==> src/sv/sgfr_pkg.sv <==
package sgfr_pkg;

    // Receive buffer size and the widths that follow from it.
    localparam int BUFFER_DEPTH = 64;
    localparam int ADDR_W       = (BUFFER_DEPTH > 1) ? $clog2(BUFFER_DEPTH) : 1;
    localparam int COUNT_W      = $clog2(BUFFER_DEPTH + 1);

    // Fixed field widths of the stream items.
    localparam int CMD_W    = 2;
    localparam int BYTE_W   = 8;
    localparam int LIMIT_W  = 7;
    localparam int INDEX_W  = 6;
    localparam int LENGTH_W = 7;
    localparam int GAP_W    = 16;
    localparam int IN_TDATA_W  = 16;
    localparam int OUT_TDATA_W = 24;

    localparam logic [GAP_W-1:0] GAP_RESET = GAP_W'(5);

    // Command codes carried in the input tuser.
    localparam logic [CMD_W-1:0] CMD_BYTE = 2'd0;
    localparam logic [CMD_W-1:0] CMD_TICK = 2'd1;
    localparam logic [CMD_W-1:0] CMD_READ = 2'd2;

    // Controller to datapath commands.
    typedef struct packed {
        logic accept;  // input request taken this cycle
        logic issue;   // load the next result into the output register
    } t_dp_cmd;

    // Datapath to controller status.
    typedef struct packed {
        logic out_free;    // output register can take a result this cycle
        logic last_item;   // the result about to be issued ends this read
    } t_dp_status;

endpackage

==> src/sv/sgfr_ram.sv <==
module sgfr_ram #(
    parameter int WIDTH = 8,
    parameter int DEPTH = 64
) (
    input  logic                                      i_clk,
    input  logic                                      i_we,
    input  logic [((DEPTH > 1) ? $clog2(DEPTH) : 1)-1:0] i_waddr,
    input  logic [WIDTH-1:0]                          i_wdata,
    input  logic                                      i_re,
    input  logic [((DEPTH > 1) ? $clog2(DEPTH) : 1)-1:0] i_raddr,
    output logic [WIDTH-1:0]                          o_rdata
);

    logic [WIDTH-1:0] r_mem [DEPTH];
    logic [WIDTH-1:0] r_rdata;

    // One write port and one registered read port; read data holds while idle.
    always_ff @(posedge i_clk) begin
        if (i_we) begin
            r_mem[i_waddr] <= i_wdata;
        end
        if (i_re) begin
            r_rdata <= r_mem[i_raddr];
        end
    end

    assign o_rdata = r_rdata;

endmodule

==> src/sv/sgfr_ctrl.sv <==
module sgfr_ctrl (
    input  logic                      i_clk,
    input  logic                      i_rst_n,
    input  logic                      i_valid,
    input  logic [sgfr_pkg::CMD_W-1:0] i_command,
    input  sgfr_pkg::t_dp_status      i_status,
    output logic                      o_ready,
    output sgfr_pkg::t_dp_cmd         o_cmd
);

    import sgfr_pkg::*;

    typedef enum logic [1:0] {
        ST_IDLE   = 2'b01,
        ST_STREAM = 2'b10
    } t_state;

    t_state r_state;
    t_state n_state;

    // Requests are taken while idle; a read request moves to streaming.
    always_comb begin
        n_state      = r_state;
        o_ready      = 1'b0;
        o_cmd.accept = 1'b0;
        o_cmd.issue  = 1'b0;
        case (r_state)
            ST_IDLE: begin
                o_ready      = 1'b1;
                o_cmd.accept = i_valid;
                if (i_valid && (i_command == CMD_READ)) begin
                    n_state = ST_STREAM;
                end
            end
            ST_STREAM: begin
                o_cmd.issue = i_status.out_free;
                if (i_status.out_free && i_status.last_item) begin
                    n_state = ST_IDLE;
                end
            end
            default: begin
                n_state = ST_IDLE;
            end
        endcase
    end

    always_ff @(posedge i_clk) begin
        if (!i_rst_n) begin
            r_state <= ST_IDLE;
        end else begin
            r_state <= n_state;
        end
    end

endmodule

==> src/sv/sgfr_datapath.sv <==
module sgfr_datapath (
    input  logic                          i_clk,
    input  logic                          i_rst_n,
    input  sgfr_pkg::t_dp_cmd             i_cmd,
    output sgfr_pkg::t_dp_status          o_status,
    input  logic [sgfr_pkg::CMD_W-1:0]    i_command,
    input  logic [sgfr_pkg::BYTE_W-1:0]   i_rx_byte,
    input  logic [sgfr_pkg::LIMIT_W-1:0]  i_read_limit,
    input  logic                          i_cfg_we,
    input  logic [sgfr_pkg::GAP_W-1:0]    i_cfg_data,
    output logic                          o_out_valid,
    input  logic                          i_out_ready,
    output logic                          o_frame_ready,
    output logic [sgfr_pkg::BYTE_W-1:0]   o_data_byte,
    output logic [sgfr_pkg::INDEX_W-1:0]  o_byte_index,
    output logic [sgfr_pkg::LENGTH_W-1:0] o_read_len,
    output logic                          o_last
);

    import sgfr_pkg::*;

    logic [GAP_W-1:0]   r_gap;
    logic [GAP_W-1:0]   r_silence;
    logic [COUNT_W-1:0] r_byte_count;
    logic [COUNT_W-1:0] r_len;
    logic               r_empty;
    logic [ADDR_W-1:0]  r_rd_idx;

    logic               r_out_valid;
    logic               r_out_frame;
    logic [ADDR_W-1:0]  r_out_idx;
    logic [COUNT_W-1:0] r_out_len;
    logic               r_out_last;

    logic               take_byte;
    logic               take_tick;
    logic               take_read;
    logic               buf_room;
    logic               frame_ok;
    logic [LIMIT_W-1:0] count_ext;
    logic [LIMIT_W-1:0] emit_n;
    logic               out_free;
    logic               last_item;
    logic [BYTE_W-1:0]  ram_q;

    assign take_byte = i_cmd.accept && (i_command == CMD_BYTE);
    assign take_tick = i_cmd.accept && (i_command == CMD_TICK);
    assign take_read = i_cmd.accept && (i_command == CMD_READ);
    assign buf_room  = (r_byte_count < COUNT_W'(BUFFER_DEPTH));

    // A frame is ready once bytes are held, the read limit is nonzero and the line has been quiet long enough.
    assign count_ext = LIMIT_W'(r_byte_count);
    assign frame_ok  = (i_read_limit != '0) && (r_byte_count != '0) && (r_silence >= r_gap);
    assign emit_n    = (count_ext < i_read_limit) ? count_ext : i_read_limit;

    // Handshake toward the output register and the end of the current read.
    assign out_free  = !r_out_valid || i_out_ready;
    assign last_item = r_empty || ((COUNT_W'(r_rd_idx) + COUNT_W'(1)) == r_len);
    assign o_status.out_free  = out_free;
    assign o_status.last_item = last_item;

    // Configuration register.
    always_ff @(posedge i_clk) begin
        if (!i_rst_n) begin
            r_gap <= GAP_RESET;
        end else if (i_cfg_we) begin
            r_gap <= i_cfg_data;
        end
    end

    // Silence counter: cleared by every byte, saturating on ticks.
    always_ff @(posedge i_clk) begin
        if (!i_rst_n) begin
            r_silence <= '0;
        end else if (take_byte) begin
            r_silence <= '0;
        end else if (take_tick && (r_silence != '1)) begin
            r_silence <= r_silence + GAP_W'(1);
        end
    end

    // Fill count of the buffer, and the read plan latched with a read request.
    always_ff @(posedge i_clk) begin
        if (!i_rst_n) begin
            r_byte_count <= '0;
            r_rd_idx     <= '0;
        end else begin
            if (take_byte && buf_room) begin
                r_byte_count <= r_byte_count + COUNT_W'(1);
            end else if (take_read && frame_ok) begin
                r_byte_count <= '0;
            end
            if (take_read) begin
                r_rd_idx <= '0;
            end else if (i_cmd.issue) begin
                r_rd_idx <= r_rd_idx + ADDR_W'(1);
            end
        end
    end

    always_ff @(posedge i_clk) begin
        if (take_read) begin
            r_empty <= !frame_ok;
            r_len   <= frame_ok ? COUNT_W'(emit_n) : '0;
        end
    end

    // Output register; the byte itself comes from the buffer's read register.
    always_ff @(posedge i_clk) begin
        if (!i_rst_n) begin
            r_out_valid <= 1'b0;
        end else if (i_cmd.issue) begin
            r_out_valid <= 1'b1;
        end else if (out_free) begin
            r_out_valid <= 1'b0;
        end
    end

    always_ff @(posedge i_clk) begin
        if (i_cmd.issue) begin
            r_out_frame <= !r_empty;
            r_out_idx   <= r_rd_idx;
            r_out_len   <= r_len;
            r_out_last  <= last_item;
        end
    end

    sgfr_ram #(
        .WIDTH (BYTE_W),
        .DEPTH (BUFFER_DEPTH)
    ) u_buf (
        .i_clk   (i_clk),
        .i_we    (take_byte && buf_room),
        .i_waddr (r_byte_count[ADDR_W-1:0]),
        .i_wdata (i_rx_byte),
        .i_re    (i_cmd.issue && !r_empty),
        .i_raddr (r_rd_idx),
        .o_rdata (ram_q)
    );

    assign o_out_valid    = r_out_valid;
    assign o_frame_ready  = r_out_frame;
    assign o_data_byte    = r_out_frame ? ram_q : '0;
    assign o_byte_index   = r_out_frame ? INDEX_W'(r_out_idx) : '0;
    assign o_read_len     = LENGTH_W'(r_out_len);
    assign o_last         = r_out_frame && r_out_last;

endmodule

==> src/sv/silence_gap_frame_receiver.sv <==
// Serial bytes (tuser command 0) fill a 64-entry buffer and restart a silence
// counter; millisecond ticks (command 1) advance that counter, which saturates;
// a read request (command 2) streams out the held frame, cut to read_limit,
// once the line has been quiet for gap_ticks ticks, and empties the buffer.
// A read that finds no complete frame gives a single all-zero result. Byte and
// tick requests are taken while idle and leave the block idle. A read holds
// the input until its last result is issued: its bytes leave one per cycle,
// while the output side does not stall, from the buffer RAM's read port. The
// next request is taken at the clock edge after the one that loads the last
// result into the output register. gap_ticks resets to 5. gap_ticks is to be
// written on the cfg channel only while the block is idle; the block itself
// does not enforce this.
module silence_gap_frame_receiver (
    input  logic        i_clk,
    input  logic        i_rst_n,
    // Configuration: gap_ticks.
    input  logic        i_cfg_valid,
    output logic        o_cfg_ready,
    input  logic [15:0] i_cfg_data,
    // Request stream.
    input  logic        s_axis_tvalid,
    output logic        s_axis_tready,
    input  logic [15:0] s_axis_tdata,   // rx_byte[7:0], read_limit[14:8], zero[15]
    input  logic [1:0]  s_axis_tuser,   // command[1:0]
    // Result stream.
    output logic        m_axis_tvalid,
    input  logic        m_axis_tready,
    output logic [23:0] m_axis_tdata,   // data_byte[7:0], byte_index[13:8],
                                        // read_len[20:14], zero[23:21]
    output logic        m_axis_tuser,   // frame_ready
    output logic        m_axis_tlast
);

    import sgfr_pkg::*;

    t_dp_cmd             dp_cmd;
    t_dp_status          dp_status;
    logic [BYTE_W-1:0]   data_byte;
    logic [INDEX_W-1:0]  byte_index;
    logic [LENGTH_W-1:0] read_len;

    assign o_cfg_ready = 1'b1;

    sgfr_ctrl u_ctrl (
        .i_clk     (i_clk),
        .i_rst_n   (i_rst_n),
        .i_valid   (s_axis_tvalid),
        .i_command (s_axis_tuser),
        .i_status  (dp_status),
        .o_ready   (s_axis_tready),
        .o_cmd     (dp_cmd)
    );

    sgfr_datapath u_dp (
        .i_clk          (i_clk),
        .i_rst_n        (i_rst_n),
        .i_cmd          (dp_cmd),
        .o_status       (dp_status),
        .i_command      (s_axis_tuser),
        .i_rx_byte      (s_axis_tdata[7:0]),
        .i_read_limit   (s_axis_tdata[14:8]),
        .i_cfg_we       (i_cfg_valid),
        .i_cfg_data     (i_cfg_data),
        .o_out_valid    (m_axis_tvalid),
        .i_out_ready    (m_axis_tready),
        .o_frame_ready  (m_axis_tuser),
        .o_data_byte    (data_byte),
        .o_byte_index   (byte_index),
        .o_read_len     (read_len),
        .o_last         (m_axis_tlast)
    );

    // Pack the result fields, lowest field first.
    assign m_axis_tdata = {3'b000, read_len, byte_index, data_byte};

endmodule
==> config.mk <==
export PLATFORM = sky130hd
export DESIGN_NAME = silence_gap_frame_receiver
export DESIGN_NICKNAME = d
export VERILOG_FILES = /design/src/sv/sgfr_pkg.sv /design/src/sv/sgfr_ram.sv /design/src/sv/sgfr_ctrl.sv /design/src/sv/sgfr_datapath.sv /design/src/sv/silence_gap_frame_receiver.sv
export SDC_FILE = /design/constraint.sdc
export NUM_CORES = 1
export LEC_CHECK = 0
export ABC_CLOCK_PERIOD_IN_PS = 2350
export BUFFER_PORTS_ARGS = -buffer_cell sky130_fd_sc_hd__buf_2
export CAP_MARGIN = 20
export CORE_MARGIN = 4
export CORE_UTILIZATION = 45
export DETAILED_ROUTE_END_ITERATION = 12
export GPL_TIMING_DRIVEN = 0
export PLACE_DENSITY = 0.67
export SLEW_MARGIN = 5
export SYNTH_ARGS = -nofsm -noshare
export SYNTH_HDL_FRONTEND = slang
export SYNTH_SLANG_ARGS = --single-unit
==> constraint.sdc <==
create_clock -name i_clk -period 2.35 [get_ports i_clk]
set_input_delay 0.47 -clock i_clk [delete_from_list [all_inputs] [get_ports i_clk]]
set_output_delay 0.47 -clock i_clk [all_outputs]
set_load 0.005 [all_outputs]
==> flow_summary.toml <==
[worst_setup_path]
crit_type = "reg2reg"
setup.worst_path.start_class = "flop"
arrival_ns = 2.65
cp-end-kind = "flop"
crit_fanout = 10
cp.required_ns = 2.61

[logic_synthesis]
yosys_warnings = 0
yosys_register_bits = 591
synthAdderAreaFrac_pct = 1.33
synth_area_leaders = "edfxtp_1 67%, mux4_2 12%, dfxtp_1 3.9%"
synth-seq-area-share_pct = 70.8
async_flop_share_pct = 0
syn_inst = 1402
synthMuxAreaShare_pct = 13.6
yosys.area.top_type_share_pct = 66.9
yosys.area.top_type = "edfxtp_1"
synth_ff_type = "edfxtp_1"
yosysUniqueCellTypes = 65
post-synth-top-count-cell = "edfxtp_1"
synth_compound_area_share_pct = 4.10
avgSynthCellArea_um2 = 17.4
synth_top_family_by_area = "multiplexers"
synth_edf_count = 543
synth_xor_area_share_pct = 0.898
synthSimpleGateAreaFrac_pct = 6.92
synth_area_um2 = 24400
ys_top_cells_by_count = "543 x edfxtp_1, 135 x mux4_2, 123 x nor2_1"

[placement]
hpwlAfterDp_um = 38300
placed_cells = 2161
place_congestion = 0.850
dpl_cell_area_um2 = 25600
io_buffer_count = 61

[final_layout]
finalNonFillerCells = 2333
area.growth.synth_to_final_pct = 21.3
nFillCells = 4024
fin_area_um2 = 29600
fin_util_pct = 55.1
layout.nets = 1654
drive_gt1_share_pct = 34.2
insertedDiodeCount = 0

[sta]
worst_pin_slew_ns = 1.00
rsz0062_at_grt = "yes"
slew_headroom_pct = 33.2
setup_viol = 17
fmax_mhz = 418
worst_slack_ns = -0.0402
post-route-period-util_pct = 102
finalHoldViolCount = 0
slew_viol_final = 0
whs_ns = 0.0723
fin_crit_ns = 2.39
fin_worst_skew_ns = 0.0190

[run]
cap_viol_max_count = 0

[cts]
clk_pin_slew_ns = 0.07
cts_tree = "done"
clock_path_buffers = 3
cts_buffers = 57
htreeDepth = 2
clk_latency_ns = 0.63
cts-root-buf = "clkbuf_16"
hold_buffers = 0
clock_sinks = 591

[floorplan]
num_rows = 85
initial_core_util_pct = 45.4
io_pins = 68
coreArea_um2 = 53700
dieHeight_um = 241
die_w_um = 241
dieArea_um2 = 58000

[detailed_routing]
avgViaCountPerCell = 5.88
antenna_left = 0
routed_wl_um = 61300
vias = 13700
post-route-drc-count = 0
drtIter0Drc = 1322
wire_per_inst_um = 26.3
drt_pass1_iterations = 7

[outcome]
status = "finished, violations left"
violations = "setup timing"

[global_route]
grt_overflow = 0
grt_max_degree = 65
grt_antenna_before_repair = 0
met1_usage_pct = 28.1
busiest_layer = "met2"
grt_use_met2_pct = 35.3
grt_pass1_wl_um = 89600
grt_use_met3_pct = 3.35
track_usage_pct = 20.9
grt_pass1_vias = 13900

[power_and_ir_drop]
p_total_mw = 21.1
p_leak_nw = 9.34
power_density_nw_per_um2 = 713
peakVddDrop_mv = 0.483

[worst_hold_path]
hold_class = "in2reg"
-- state kept, by name, summed over array words and instances (netlist names), 7 cells and up --
signal / flops
u_dp.u_buf.r_mem: 512
u_dp.r_gap: 16
u_dp.r_silence: 16
u_dp.u_buf.o_rdata: 8
u_dp.count_ext: 7
u_dp.o_read_len: 7
u_dp.r_len: 7
-- layout make-up --
type | count | area [um^2] | share of cell area [%]
Buffer | 78 | 712 | 2.41
Clock buffer | 71 | 1550 | 5.25
Clock inverter | 36 | 308 | 1.04
Inverter | 33 | 128 | 0.431
Multi-Input combinational cell | 697 | 7460 | 25.2
Sequential cell | 591 | 17300 | 58.4
Tap cell | 696 | 871 | 2.94
Timing Repair Buffer | 131 | 1270 | 4.29
-- cells by family (layout without fill, tap and decap cells) --
family	after synthesis	in the layout
mux	161	161
buf+inv	116	349
xor+xnor	25	25
flops	591	591
fa+ha+maj	26	26
other cells	2	4
simple gates	343	343
compound gates	138	138
-- cells in the final DEF, fill, tap and decap left out, types with 22 or more instances in the layout --
master       n
ha_1        26
buf_12      39
mux4_2     135
clkbuf_16   60
edfxtp_1   543
nand2_1     55
nor2_1      54
dfxtp_1     41
clkbuf_1    26
nor2_4      62
inv_1       32
mux2i_1     22
nand3_1     33
buf_4       44
buf_2       67
-- through the flow --
stage | setup TNS, ns | worst slack [ns]
after floorplan | 0 | 0.144
after CTS | -5.11 | -0.143
after detailed placement | -420.13 | -1.07
after global routing | -4.15 | -0.182
after global placement | -393.23 | -1.01
final | -0.431 | -0.0402
-- layer usage --
layer / share of wire, % / routed length [um]
met5: 0 / 0
met4: 3.4 / 2080
met3: 7.3 / 4460
met2: 50 / 30900
met1: 39 / 23800
-- critical path: stages, from the launching register on --
cell and delay [ns]:
dfxtp_1 0.42, clkbuf_1 0.45, nand2_1 0.55, nor2_2 0.61
-- power breakdown --
part,internal [mW],switching [mW]
Sequential,11.5,0.0201
Combinational,0.158,0.326
Clock,5.22,3.88
Total,16.9,4.23
-- what timing repair did --
action                     in CTS  in global routing
cloned                          1                  1
resized for setup             253                 76
pin swaps                      25                 36
setup buffers                  36                 23
setup endpoints to repair     540                352
-- worst paths after layout --
path                                  startpoint                                 to  slack [ns]  cells after the start
setup / recovery  u_dp.count_ext[5]$_SDFFE_PN0P_  u_dp.u_buf.r_mem[37][2]$_DFFE_PP_       -0.04                      3
hold / removal                     i_cfg_data[0]         u_dp.r_gap[0]$_SDFFE_PN1P_        0.07                      3
setup reg to reg  u_dp.count_ext[5]$_SDFFE_PN0P_  u_dp.u_buf.r_mem[37][2]$_DFFE_PP_       -0.04                      3
hold reg to reg      u_dp.r_len[0]$_SDFFCE_PP0P_       u_dp.o_read_len[0]$_DFFE_PP_        0.49                      0
Note: power is estimated with default switching activity, not from simulation.
